==> src/hw/rtl/shake_gesture_detector_assert.svh <==
// Assertion macros used by the shake detector merge module (sgd_merge).
// Each expects clk and arst_n in scope.
`ifndef SHAKE_GESTURE_DETECTOR_ASSERT_SVH
`define SHAKE_GESTURE_DETECTOR_ASSERT_SVH
`ifndef SYNTHESIS
`define SGD_ASSERT_IMP(lbl, ante, cons) \
	lbl: assert property (@(posedge clk) disable iff (!arst_n) (ante) |-> (cons)) \
		else $error("implication check failed");
`define SGD_ASSERT_NXT(lbl, ante, cons) \
	lbl: assert property (@(posedge clk) disable iff (!arst_n) (ante) |=> (cons)) \
		else $error("next-cycle check failed");
`else
`define SGD_ASSERT_IMP(lbl, ante, cons)
`define SGD_ASSERT_NXT(lbl, ante, cons)
`endif
`endif

==> src/hw/rtl/sgd_pkg.sv <==
package sgd_pkg;

	localparam int unsigned NUM_LANES = 6;

	localparam logic [2:0] REG_LEVEL_THRESHOLD = 3'd0;
	localparam logic [2:0] REG_MIN_PULSE       = 3'd1;
	localparam logic [2:0] REG_RELEASE         = 3'd2;
	localparam logic [2:0] REG_SWINGS_NEEDED   = 3'd3;
	localparam logic [2:0] REG_CLEAR_SHORT     = 3'd4;
	localparam logic [2:0] REG_CLEAR_LONG      = 3'd5;

	localparam logic [14:0] LEVEL_THRESHOLD_RST = 15'd5000;
	localparam logic [7:0]  MIN_PULSE_RST       = 8'd6;
	localparam logic [2:0]  RELEASE_RST         = 3'd6;
	localparam logic [7:0]  SWINGS_NEEDED_RST   = 8'd4;
	localparam logic [11:0] CLEAR_SHORT_RST     = 12'd140;
	localparam logic [11:0] CLEAR_LONG_RST      = 12'd200;

	localparam logic [7:0] BEYOND_MAX = 8'hFF;
	localparam logic [2:0] INSIDE_MAX = 3'h7;
	localparam logic [7:0] SWING_MAX  = 8'hFF;

	typedef struct packed {
		logic [14:0] level_threshold;
		logic [7:0]  min_pulse_samples;
		logic [2:0]  release_samples;
		logic [7:0]  swings_needed;
		logic [11:0] clear_delay_short;
		logic [11:0] clear_delay_long;
	} cfg_t;

	typedef struct packed {
		logic advance;
		logic wipe;
	} lane_ctl_t;

endpackage

==> src/hw/rtl/sgd_lane.sv <==
module sgd_lane
	import sgd_pkg::*;
(
	input  logic        clk,
	input  logic        arst_n,
	input  lane_ctl_t   ctl,
	input  cfg_t        cfg,
	input  logic        neg,
	input  logic [15:0] sample,
	output logic        swing_done
);

	logic [7:0]  beyond_q;
	logic [2:0]  inside_q;
	logic [7:0]  beyond_cur;
	logic [2:0]  inside_cur;
	logic [7:0]  beyond_nxt;
	logic [2:0]  inside_nxt;
	logic [2:0]  inside_inc;
	logic signed [16:0] s_ext;
	logic signed [16:0] thr_pos;
	logic signed [16:0] thr_neg;
	logic        beyond;

	assign s_ext   = $signed({sample[15], sample});
	assign thr_pos = $signed({2'b00, cfg.level_threshold});
	assign thr_neg = 17'sd0 - thr_pos;
	assign beyond  = neg ? (s_ext < thr_neg) : (s_ext >= thr_pos);

	assign beyond_cur = ctl.wipe ? 8'd0 : beyond_q;
	assign inside_cur = ctl.wipe ? 3'd0 : inside_q;
	assign inside_inc = (inside_cur < INSIDE_MAX) ? inside_cur + 3'd1 : INSIDE_MAX;

	always_comb begin
		beyond_nxt = beyond_cur;
		inside_nxt = inside_cur;
		swing_done = 1'b0;
		if (beyond) begin
			beyond_nxt = (beyond_cur < BEYOND_MAX) ? beyond_cur + 8'd1 : BEYOND_MAX;
			inside_nxt = 3'd0;
		end else if (beyond_cur >= cfg.min_pulse_samples) begin
			if (inside_inc >= cfg.release_samples) begin
				beyond_nxt = 8'd0;
				inside_nxt = 3'd0;
				swing_done = 1'b1;
			end else begin
				inside_nxt = inside_inc;
			end
		end else begin
			beyond_nxt = 8'd0;
		end
	end

	always_ff @(posedge clk or negedge arst_n) begin
		if (!arst_n) begin
			beyond_q <= 8'd0;
			inside_q <= 3'd0;
		end else if (ctl.advance) begin
			beyond_q <= beyond_nxt;
			inside_q <= inside_nxt;
		end
	end

endmodule

==> src/hw/rtl/sgd_merge.sv <==
`include "shake_gesture_detector_assert.svh"
module sgd_merge
	import sgd_pkg::*;
(
	input  logic                 clk,
	input  logic                 arst_n,
	input  logic                 advance,
	input  cfg_t                 cfg,
	input  logic [NUM_LANES-1:0] swing_done,
	output logic                 wipe,
	output logic                 fired
);

	logic        armed_q;
	logic [7:0]  swings_q;
	logic [11:0] countdown_q;
	logic        armed_nxt;
	logic [7:0]  swings_nxt;
	logic [11:0] countdown_nxt;

	assign wipe = (countdown_q == 12'd1);

	// Resolve completed swings in lane order: z+, z-, y+, y-, x+, x-.
	always_comb begin
		armed_nxt     = wipe ? 1'b0 : armed_q;
		swings_nxt    = wipe ? 8'd0 : swings_q;
		countdown_nxt = (countdown_q != 12'd0) ? countdown_q - 12'd1 : 12'd0;
		fired         = 1'b0;
		for (int i = 0; i < NUM_LANES; i++) begin
			if (swing_done[i]) begin
				if (!armed_nxt) begin
					armed_nxt = 1'b1;
				end else begin
					if (swings_nxt < SWING_MAX)
						swings_nxt = swings_nxt + 8'd1;
					if (swings_nxt > cfg.swings_needed) begin
						countdown_nxt = cfg.clear_delay_long;
						fired         = 1'b1;
					end else begin
						countdown_nxt = cfg.clear_delay_short;
					end
				end
			end
		end
	end

	always_ff @(posedge clk or negedge arst_n) begin
		if (!arst_n) begin
			armed_q     <= 1'b0;
			swings_q    <= 8'd0;
			countdown_q <= 12'd0;
		end else if (advance) begin
			armed_q     <= armed_nxt;
			swings_q    <= swings_nxt;
			countdown_q <= countdown_nxt;
		end
	end

	`SGD_ASSERT_IMP(a_count_needs_arm, !armed_q, swings_q == 8'd0)
	`SGD_ASSERT_NXT(a_fire_leaves_armed, advance && fired, armed_q)
	`SGD_ASSERT_NXT(a_fire_loads_long, advance && fired, countdown_q == $past(cfg.clear_delay_long))
	`SGD_ASSERT_NXT(a_idle_countdown_holds, !advance, $stable(countdown_q))

endmodule

==> src/hw/rtl/shake_gesture_detector.sv <==
// Shake gesture detector. Each input beat carries one three-axis sample;
// each sample yields exactly one output beat whose bit 0 is set when a shake
// completed on that sample. Six direction lanes (z+, z-, y+, y-, x+, x-)
// track beyond-threshold runs and releases in parallel; a merge stage
// resolves their completed swings in that order against the shared window,
// swing count and clear countdown. One sample is taken every clock: all
// per-sample work is done in the accepting cycle and the result sits in an
// output register, so the input stalls only while that register is full and
// the downstream side holds tready low. Registers are written through the
// config channel, which is always ready; writes to indexes 6 and 7 are
// ignored.
module shake_gesture_detector
	import sgd_pkg::*;
(
	input  logic        clk,
	input  logic        arst_n,
	input  logic        cfg_valid,
	output logic        cfg_ready,
	input  logic [2:0]  cfg_index,
	input  logic [14:0] cfg_data,
	input  logic        s_axis_tvalid,
	output logic        s_axis_tready,
	input  logic [47:0] s_axis_tdata,  // [15:0] accel_x, [31:16] accel_y, [47:32] accel_z
	output logic        m_axis_tvalid,
	input  logic        m_axis_tready,
	output logic [7:0]  m_axis_tdata   // [0] shake_detected, [7:1] zero
);

	cfg_t                 cfg_q;
	lane_ctl_t            lane_ctl;
	logic                 advance;
	logic                 wipe;
	logic                 fired;
	logic [NUM_LANES-1:0] swing_done;
	logic [15:0]          lane_sample [NUM_LANES];
	logic                 out_valid_q;
	logic                 out_shake_q;

	assign cfg_ready = 1'b1;

	always_ff @(posedge clk or negedge arst_n) begin
		if (!arst_n) begin
			cfg_q.level_threshold   <= LEVEL_THRESHOLD_RST;
			cfg_q.min_pulse_samples <= MIN_PULSE_RST;
			cfg_q.release_samples   <= RELEASE_RST;
			cfg_q.swings_needed     <= SWINGS_NEEDED_RST;
			cfg_q.clear_delay_short <= CLEAR_SHORT_RST;
			cfg_q.clear_delay_long  <= CLEAR_LONG_RST;
		end else if (cfg_valid) begin
			unique case (cfg_index)
				REG_LEVEL_THRESHOLD: cfg_q.level_threshold   <= cfg_data;
				REG_MIN_PULSE:       cfg_q.min_pulse_samples <= cfg_data[7:0];
				REG_RELEASE:         cfg_q.release_samples   <= cfg_data[2:0];
				REG_SWINGS_NEEDED:   cfg_q.swings_needed     <= cfg_data[7:0];
				REG_CLEAR_SHORT:     cfg_q.clear_delay_short <= cfg_data[11:0];
				REG_CLEAR_LONG:      cfg_q.clear_delay_long  <= cfg_data[11:0];
				default: ;
			endcase
		end
	end

	assign s_axis_tready    = !out_valid_q || m_axis_tready;
	assign advance          = s_axis_tvalid && s_axis_tready;
	assign lane_ctl.advance = advance;
	assign lane_ctl.wipe    = wipe;

	assign lane_sample[0] = s_axis_tdata[47:32];
	assign lane_sample[1] = s_axis_tdata[47:32];
	assign lane_sample[2] = s_axis_tdata[31:16];
	assign lane_sample[3] = s_axis_tdata[31:16];
	assign lane_sample[4] = s_axis_tdata[15:0];
	assign lane_sample[5] = s_axis_tdata[15:0];

	for (genvar g = 0; g < NUM_LANES; g++) begin : g_lane
		sgd_lane u_lane (
			.clk        (clk),
			.arst_n     (arst_n),
			.ctl        (lane_ctl),
			.cfg        (cfg_q),
			.neg        (g % 2 == 1),
			.sample     (lane_sample[g]),
			.swing_done (swing_done[g])
		);
	end

	sgd_merge u_merge (
		.clk        (clk),
		.arst_n     (arst_n),
		.advance    (advance),
		.cfg        (cfg_q),
		.swing_done (swing_done),
		.wipe       (wipe),
		.fired      (fired)
	);

	always_ff @(posedge clk or negedge arst_n) begin
		if (!arst_n) begin
			out_valid_q <= 1'b0;
		end else if (advance) begin
			out_valid_q <= 1'b1;
		end else if (m_axis_tready) begin
			out_valid_q <= 1'b0;
		end
	end

	always_ff @(posedge clk or negedge arst_n) begin
		if (!arst_n) begin
			out_shake_q <= 1'b0;
		end else if (advance) begin
			out_shake_q <= fired;
		end
	end

	assign m_axis_tvalid = out_valid_q;
	assign m_axis_tdata  = {7'd0, out_shake_q};

endmodule
==> config.mk <==
export PLATFORM = sky130hd
export DESIGN_NAME = shake_gesture_detector
export DESIGN_NICKNAME = d
export VERILOG_FILES = /design/src/hw/rtl/sgd_pkg.sv /design/src/hw/rtl/sgd_lane.sv /design/src/hw/rtl/sgd_merge.sv /design/src/hw/rtl/shake_gesture_detector.sv
export VERILOG_INCLUDE_DIRS = /design/src /design/src/hw/rtl
export SDC_FILE = /design/constraint.sdc
export NUM_CORES = 1
export LEC_CHECK = 0
export BUFFER_PORTS_ARGS = -buffer_cell sky130_fd_sc_hd__buf_2
export CAP_MARGIN = 15
export CORE_ASPECT_RATIO = 0.6
export CORE_MARGIN = 5
export CORE_UTILIZATION = 40
export CTS_CLUSTER_DIAMETER = 120
export DETAILED_ROUTE_END_ITERATION = 16
export PLACE_DENSITY_LB_ADDON = 0.25
export SLEW_MARGIN = 20
export SYNTH_ARGS = -nofsm -noshare
export SYNTH_HDL_FRONTEND = slang
export SYNTH_SLANG_ARGS = --single-unit
export TNS_END_PERCENT = 50
==> constraint.sdc <==
create_clock -name clk -period 12.65 [get_ports clk]
set_input_delay 1.265 -clock clk [delete_from_list [all_inputs] [get_ports clk]]
set_output_delay 1.265 -clock clk [all_outputs]
set_load 0.02 [all_outputs]
==> run metrics, run 1 <==
Worst EP arrival around 12 ns; Seq cells post-synth 147; switching share of total power 47.2%; sequential area share after synthesis 22.1%; Slew Limit Headroom 21.6%; Avg Vias per Cell between 6 and 7; leading area contributor after synthesis dfrtp_1; cts bufs inserted 17; Worst-Margin Slew 1.18 ns; ANT nets after route 0; Hold Vio Cnt, Final 0; minimum clock period 11.97 ns; nets between 2k and 2.5k; commonest cells after routing, fill and taps aside 228 x nand2_1, 221 x ha_1, 166 x o21ai_0; Critical-path top delay cell or4_4; crit-path most repeated cell ha_1; Finished Layout Cells 2715; first-pass GRT wire length 86200 um; Synth Warn # 0; largest net degree at the start of global routing 85; detailed placement HPWL a little over 40000 um; dpl ws around 0.37 ns; post-synth cell types 97; WP data required 12.96 ns; max-capacitance violation count 0; FFs w/ async S/R, synth 100%; Overall Power 0.00294 W; clock share of power 17.2%; starting DRC count in detailed routing 1702; vias in the first global route about 15k; peak supply drop between 0.00007 and 0.00008 V; ys flop type dfrtp_1; height of the die 168 um; Initial Utilization roughly two fifths; Post-synth EDFFs 0; most common cell after layout, fill and taps aside nand2_1; outcome finished clean; part of the power in combinational logic 59.0%; Critical Path Start Type register; Leak Pwr 8.46 nW; grt ovf 0; drt total wl around 56000 um; Remaining DRCs 0; Worst Hold Class reg2reg; die boundary width roughly 270 um; Vias 16.4k; GP Congestion 0.954; internal power around 0.0016 W; power per cell area 159 nW/um^2; CP max stage delay 0.70 ns; clock latency at the later pin of the worst-skew pair 0.45 ns; setup ws final 0.681 ns; Max clock buf depth 2; GRT Resource Usage Total 23.5%; Post-Syn Area per Cell roughly 8.0 um^2; Post-Syn Instances 2083; Setup Viol. Count Final 0; Slew Limit Fails 0; max frequency 83.5 MHz; CTS tree built; CP Class reg2reg; crit-path max FO 16; clk sinks around 150; Mapped Area 16700 um^2; clk_skew 0.0160 ns; clock-pin slew on the worst setup and hold paths 0.07 ns; switching pwr 0.00139 W; DIE AREA 46100 um^2; io pins 82; Wirelength per Cell 20.8 um; largest cells by area after synthesis dfrtp_1 20%, ha_1 17%, nand2_1 5.1%; row cnt 58; core area around 42000 um^2; top-area cell type share of the netlist area between 10% and 20%; H-tree levels 4; P&R area growth vs syn 10.3%; crit end category register; 1st-pass router iterations 6; Root Buffer clkbuf_16; # port buffers 73; Flop pwr share 23.8%; initial antenna violation count 5; Placed Cells 2673; share of cells above drive strength 1 13.4%; fin util 44.3%; period utilization 94.6%
-- layout make-up --
cell class / count / area, um^2
fillers: 4061 / 23200
multi-input cells: 1764 / 12400
flip-flops and latches: 147 / 3700
repair buffers: 119 / 717
well taps: 570 / 713
clock buffers: 21 / 450
inverters: 82 / 308
clock inverters: 11 / 106
diodes: 1 / 2.50
-- synth_stat cells (27+ instances only) --
cell type / count
a211oi_1: 38
a21o_1: 39
a21oi_1: 154
and2_1: 57
clkbuf_1: 75
dfrtp_1: 131
ha_1: 222
inv_1: 82
mux2_2: 51
mux2i_1: 74
nand2_1: 229
nand2b_1: 41
nand3_1: 65
nor2_1: 151
nor2b_1: 27
nor3_1: 42
o21a_1: 34
o21ai_0: 167
xnor2_1: 31
-- power groups by stage --
stage          clock, W  combinational [W]  sequential (W)
2_1_floorplan         0            0.00123        0.000653
3_3_place_gp          0            0.00161        0.000695
3_5_place_dp          0            0.00165        0.000698
4_1_cts        0.000514            0.00166        0.000690
5_1_grt        0.000533            0.00193        0.000714
6_report       0.000505            0.00173        0.000699
-- what timing repair did --
item	4_1_cts	5_1_grt
setup endpoints to repair	0	13
hold buffers	0	0
setup buffers	0	8
resized for setup	0	15
-- routing by layer --
metal  vias up  GRT usage, %  routed length, um
li1       7765             -                  -
met3        80          6.88               5970
met4         2          4.51                961
met5         -             0                 17
met1      7828          36.7              27600
met2       706          31.5              21800
-- critical path: cells and delay by family, from the launching register on --
kind | cells | cell delay, ns
multiplexers | 4 | 1.44
AO/OA/AOI/OAI | 15 | 2.70
AND/OR/NAND/NOR | 19 | 4.80
flip-flops | 1 | 0.44
buffers and inverters | 3 | 0.71
adder cells (fa/ha/maj) | 6 | 1.70
-- stage by stage --
step                      TNS [ns]  hold WS (ns)  area [um^2]
final                            0         0.500        18400
after global routing       -0.0251         0.517        18400
after CTS                        0         0.502        18300
after detailed placement         0         0.487        17700
after global placement           0         0.476        17700
after floorplan                  0         0.455        16700
-- path summary, 6_finish.rpt --
kind	slack, ns	startpoint	cells after the start	endpoint
worst max-delay path	0.68	u_merge.countdown_q[4]	47	u_merge.countdown_q[5]
min in group asynchronous	0.90	arst_n	1	g_lane[5].u_lane.beyond_q[3]
worst max register to register	0.68	u_merge.countdown_q[4]	47	u_merge.countdown_q[5]
worst min-delay path	0.50	g_lane[2].u_lane.beyond_q[4]	2	g_lane[2].u_lane.beyond_q[4]
worst min register to register	0.50	g_lane[2].u_lane.beyond_q[4]	2	g_lane[2].u_lane.beyond_q[4]
max in group asynchronous	10.27	arst_n	2	u_merge.countdown_q[3]
-- flip-flops by register name (all words and copies together), names as in the netlist --
name	flops
u_merge.countdown_q	12
g_lane.u_lane.inside_q	18
u_merge.swings_q	8
u_merge.armed_q	1
cfg_q	58
g_lane.u_lane.beyond_q	48
m_axis_tvalid	1
out_shake_q	1
-- cells by family (layout without fill, tap and decap cells) --
logic type | count (synthesis) | count (layout) | synth area share [%]
and+or+nand+nor | 734 | 735 | 21.9
DFF | 147 | 147 | 22.1
xor gates and xnor gates | 45 | 45 | 2.36
buffers and inverters | 179 | 233 | 4.40
AOI/OAI and AO/OA | 623 | 623 | 24.2
adders and majority gates | 223 | 223 | 16.7
other | 2 | 9 | 0.0449
muxes | 130 | 130 | 8.25
(Power assumes the default switching activity.)
==> run 2: changes to the inputs <==
PLACE_DENSITY_LB_ADDON = default   (was 0.25)
==> run metrics, run 2 (same netlist as run 1, synthesis figures left out) <==
final instance area 18400 um^2 (-0.20%); Overall Power 0.00296 W (+0.83%); CP max stage delay 0.70 ns (about the same); Flop pwr share 23.4% (-0.4 points); setup ws final 0.625 ns (-0.0556 ns); multi-input logic area 12400 um^2 (-0.22%); Vias 16.3k (-0.56%); commonest cells after routing, fill and taps aside 228 x nand2_1, 221 x ha_1, 166 x o21ai_0; CTS tree built; outcome finished clean; Root Buffer clkbuf_16; detailed placement HPWL 40800 um (-1.2%); Worst Hold Path EP g_lane[2].u_lane.beyond_q[5]; peak supply drop 0.0000741 V (+2.9%); worst reg-to-reg setup slack 0.63 ns (-0.06 ns); 1st-pass router iterations 6 (unchanged); Cells on Worst Hold Path 1 (-1); period utilization 95.1% (+0.44 points); Slew Limit Fails 0 (unchanged); clk sinks 147 (unchanged); P&R area growth vs syn 10.1%; share of cells above drive strength 1 12.9% (-0.53 points); io pins 82 (unchanged); Worst-Margin Slew 1.04 ns (-0.134 ns); largest net degree at the start of global routing 78 (-8.2%); drt total wl 54800 um (-2.7%); FILL cells 4091 (+0.74%); GRT Resource Usage Total 23.3% (-0.13 points); DIE AREA 46100 um^2 (unchanged); # port buffers 73 (unchanged); Slew Limit Headroom 28.7% (+7.1 points); Hold Startpoint g_lane[2].u_lane.beyond_q[5]; die boundary width 274 um (unchanged); Setup Viol. Count Final 0 (unchanged); Biggest register cfg_q; H-tree levels 4 (unchanged); CP Class reg2reg; Remaining DRCs 0 (unchanged); crit-path max FO 22 (+6); fin util 44.2% (-0.087 points); Critical Path Start Type register; reg2reg end out_shake_q; GP Congestion 0.973 (+2.0%); Avg Vias per Cell 6.03 (about the same); part of the power in combinational logic 57.5% (-1.5 points); row cnt 58 (unchanged); WP data required 12.97 ns (about the same); clock latency at the later pin of the worst-skew pair 0.46 ns (about the same); nets 2412 (-0.50%); crit-path most repeated cell ha_1; first-pass GRT wire length 85400 um (-0.93%); cts bufs inserted 17 (unchanged); Critical-path top delay cell or4_4; most common cell after layout, fill and taps aside nand2_1; crit end category register; FF+latch area 3700 um^2 (unchanged); placed inst area 17700 um^2 (-0.17%); Leak Pwr 8.43 nW (-0.27%); biggest regs cfg_q (58), g_lane.u_lane.beyond_q (48), g_lane.u_lane.inside_q (18); minimum clock period 12.02 ns (+0.0556 ns); Worst R2R Path Depth 46 (-2.1%); Inserted Diodes 0 (-1); core area 41600 um^2 (unchanged); start of the worst register-to-register path u_merge.countdown_q[6]; clock-pin slew on the worst setup and hold paths 0.08 ns (about the same); switching pwr 0.00138 W (-0.77%); Initial Utilization 40.2% (unchanged); Placed Cells 2669 (-0.15%); internal power 0.00159 W (+2.3%); height of the die 168 um (unchanged); switching share of total power 46.4% (-0.75 points); initial antenna violation count 0 (-5); Wirelength per Cell 20.3 um (-2.3%); max frequency 83.2 MHz (-0.46%); number of flip-flops in the largest register 58 (unchanged); Max clock buf depth 2 (unchanged); starting DRC count in detailed routing 1768 (+3.9%); dpl ws 0.292 ns (-0.0735 ns); clock share of power 19.1% (+1.9 points); power per cell area 161 nW/um^2 (+1.0%); Worst EP arrival 12.35 ns (+0.07 ns); Finished Layout Cells 2702 (-0.48%); clk_skew 0.0153 ns (-0.000743 ns); Worst Hold Class reg2reg; ANT nets after route 0 (unchanged); grt ovf 0 (unchanged); Hold Vio Cnt, Final 0 (unchanged); vias in the first global route 14.7k (-1.3%); hold_buf cts 0 (unchanged); max-capacitance violation count 0 (unchanged)
-- run 2: changes by cell type in the layout (fill, tap and decap cells not counted), moves of 2 or more --
cell / before / now
buf_4: 46 / 35
clkbuf_1: 3 / 0
bufinv_16: 1 / 3
inv_8: 1 / 4
clkinv_2: 3 / 0
inv_6: 1 / 3
-- run 2: how the worst max path moves through the flow --
| stage | startpoint | endpoint |
|---|---|---|
| floorplan | u_merge.countdown_q[6] | out_shake_q |
| global placement | s_axis_tdata[37] | out_shake_q |
| detailed placement | u_merge.countdown_q[6] | out_shake_q |
| CTS | u_merge.countdown_q[6] | out_shake_q |
| global route | u_merge.countdown_q[6] | out_shake_q |
| finish | u_merge.countdown_q[6] | out_shake_q |
-- run 2: worst max-delay path, delay by kind of cell (launching register included) --
family                     cells  cell delay [ns]
AOI/OAI and AO/OA             15             3.38
xor gates and xnor gates       1             0.18
adders and majority gates      6             1.64
buffers and inverters          3             0.57
DFF                            1             0.45
muxes                          2             0.83
and+or+nand+nor               19             4.79
-- run 2: layout make-up --
class / count / share of cell area, %
multi-input cells: 1763 / 67.4
flip-flops and latches: 147 / 20.1
well taps: 570 / 3.88
repair buffers: 108 / 3.45
clock buffers: 18 / 2.39
inverters: 82 / 1.67
clock inverters: 14 / 1.05
-- run 2: metal layers --
metal  vias to the layer above  GRT usage (%)  share of wire (%)
met3                        64           6.44                 10
met4                         0           5.65                1.8
met5                         -              0                  0
met1                      7762           37.3                 50
li1                       7753              -                  -
met2                       710           30.1                 38
-- run 2: what timing repair did --
| action | 4_1_cts | 5_1_grt |
|---|---|---|
| buffers inserted | 0 | 1 |
| resized for setup | 0 | 11 |
| setup endpoints to repair | 0 | 13 |
-- run 2: stage by stage --
step / hold slack, ns / setup TNS [ns]
CTS: 0.497 / 0
finish: 0.494 / 0
detailed placement: 0.480 / 0
floorplan: 0.455 / 0
global route: 0.516 / -0.0214
global placement: 0.474 / 0
-- run 2: power by group through the flow --
| stage | clock, W | sequential, W | combinational [W] |
|---|---|---|---|
| 4_1_cts | 0.000574 | 0.000689 | 0.00166 |
| 2_1_floorplan | 0 | 0.000653 | 0.00123 |
| 3_3_place_gp | 0 | 0.000693 | 0.00161 |
| 3_5_place_dp | 0 | 0.000696 | 0.00165 |
| 6_report | 0.000566 | 0.000693 | 0.00170 |
| 5_1_grt | 0.000594 | 0.000710 | 0.00191 |
==> run 3: changes to the inputs <==
GPL_TIMING_DRIVEN = 0   (was default)
==> run metrics, run 3 (same netlist as run 1, synthesis figures left out) <==
outcome finished clean; starting DRC count in detailed routing 1872 (+5.9%); grt ovf 0 (unchanged); minimum clock period 12.20 ns (+0.178 ns); clk sinks 147 (unchanged); busiest grt layer met1; Max clock buf depth 2 (unchanged); number of flip-flops in the largest register 58 (unchanged); Critical-path top delay cell or4_4; CP Class reg2reg; Vias 16.9k (+3.5%); Finished Layout Cells 2790 (+3.3%); Initial Utilization 40.2% (unchanged); GP Congestion 0.945 (-2.9%); M2 GR Usage 34.1% (+4.0 points); first-pass GRT wire length 92700 um (+8.5%); Critical Path Start Type register; Fin Setup TNS 0 ns (unchanged); nets 2499 (+3.6%); peak supply drop 0.0000785 V (+5.9%); max-capacitance violation count 0 (unchanged); Remaining DRCs 0 (unchanged); power per cell area 159 nW/um^2 (-1.1%); biggest regs cfg_q (58), g_lane.u_lane.beyond_q (48), g_lane.u_lane.inside_q (18); ANT nets after route 0 (unchanged); cts bufs inserted 17 (unchanged); hold_buf cts 0 (unchanged); crit end category register; core area 41600 um^2 (unchanged); clock latency at the later pin of the worst-skew pair 0.45 ns (about the same); P&R area growth vs syn 13.4%; Biggest register cfg_q; Hold Vio Cnt, Final 0 (unchanged); drt total wl 60100 um (+9.7%); row cnt 58 (unchanged); GRT Resource Usage Total 25.6% (+2.3 points); period utilization 96.5% (+1.4 points); M1 GR Usage 41.6% (+4.3 points); Placed Cells 2733 (+2.4%); FILL cells 4114 (+0.56%); Slew Limit Fails 0 (unchanged); dpl ws -3.98 ns (-4.27 ns); initial antenna violation count 2 (+2); met3 GRT Util 5.11% (-1.3 points); crit-path most repeated cell o21ai_0; Worst EP arrival 12.49 ns (+0.14 ns); 1st-pass router iterations 5 (-1); final hold slack 0.491 ns (-0.00376 ns); clk_skew 0.0113 ns (-0.00398 ns); H-tree levels 4 (unchanged); die boundary width 274 um (unchanged); CTS tree built; Setup Viol. Count Final 0 (unchanged); Slew Limit Headroom 24.5% (-4.2 points); Wirelength per Cell 21.6 um (+6.3%); share of cells above drive strength 1 13.7% (+0.76 points); Root Buffer clkbuf_16; Worst Hold Class reg2reg; io pins 82 (unchanged); most common cell after layout, fill and taps aside nand2_1; DIE AREA 46100 um^2 (unchanged); Avg Vias per Cell 6.04 (+0.23%); vias in the first global route 15.6k (+6.2%); WP data required 12.94 ns (-0.03 ns); CP max stage delay 0.61 ns (-0.09 ns); largest net degree at the start of global routing 86 (+10%); worst reg-to-reg setup slack 0.45 ns (-0.18 ns); Leak Pwr 8.64 nW (+2.4%); setup ws final 0.448 ns (-0.178 ns); # port buffers 73 (unchanged); max frequency 82.0 MHz (-1.5%); commonest cells after routing, fill and taps aside 229 x nand2_1, 217 x ha_1, 166 x o21ai_0; clock-pin slew on the worst setup and hold paths 0.07 ns (about the same); crit-path max FO 28 (+27%); height of the die 168 um (unchanged); Worst-Margin Slew 1.12 ns (+0.0826 ns); detailed placement HPWL 46000 um (+13%)
==> run 3: cell types whose count changed in the layout (fill, tap and decap cells not counted), moves of 4 or more <==
cell | previous run | this run
buf_1 | 0 | 4
buf_2 | 72 | 76
buf_4 | 35 | 39
clkbuf_1 | 0 | 67
clkbuf_8 | 1 | 5
ha_1 | 221 | 217
inv_8 | 4 | 0
==> run 3: power by group <==
part	total (W)	internal (W)	switching (W)
sequential	0.000691	0.000570	0.000122
combinational	0.00182	0.000748	0.00107
clock	0.000509	0.000291	0.000218
==> run 3: metal layers <==
layer	wire [um]	vias to the layer above	part of all wire [%]
met2	23100	765	38
met3	5850	74	9.7
met4	901	0	1.5
met5	0	-	0
li1	-	7903	-
met1	30300	8116	50
==> run 3: worst paths after layout <==
| kind | start | to | cells past startpoint |
|---|---|---|---|
| min reg2reg | g_lane[2].u_lane.beyond_q[5] | g_lane[2].u_lane.beyond_q[5] | 1 |
| max reg2reg | u_merge.countdown_q[4] | u_merge.countdown_q[9] | 51 |
| max in group asynchronous | arst_n | cfg_q[6] | 2 |
| min in group asynchronous | arst_n | g_lane[2].u_lane.beyond_q[3] | 1 |
| min | g_lane[2].u_lane.beyond_q[5] | g_lane[2].u_lane.beyond_q[5] | 1 |
| max | u_merge.countdown_q[4] | u_merge.countdown_q[9] | 51 |
==> run 3: worst max-delay path, delay by kind of cell (launching register included) <==
kind,cells,cell delay (ns)
AO/OA/AOI/OAI,15,2.96
XOR/XNOR,1,0.10
flip-flops,1,0.44
AND/OR/NAND/NOR,16,4.27
buffers and inverters,9,1.65
multiplexers,4,1.15
adder cells (fa/ha/maj),6,1.40
==> run 3: what timing repair did <==
item	in CTS	in global routing
gates cloned	1	0
gates resized for setup	48	19
buffers inserted	16	13
pin swaps	13	12
setup endpoints to repair	21	13
==> run 3: final cells by class <==
class	instances	area, um^2	area share [%]
Multi-Input combinational cell	1763	12600	66.4
Antenna cell	1	2.50	0.0132
Tap cell	570	713	3.76
Inverter	82	308	1.62
Timing Repair Buffer	104	641	3.38
Clock inverter	8	76.3	0.403
Clock buffer	24	492	2.59
Sequential cell	147	3700	19.5
Buffer	91	445	2.35
==> run 3: metrics by stage <==
stage	cell area [um^2]	util, %	power [W]
after floorplan	16700	-	0.00188
after global placement	17800	42.8	0.00231
after detailed placement	17900	42.9	0.00237
after CTS	18800	45.2	0.00295
after global routing	18900	45.6	0.00326
final	18900	45.6	0.00302
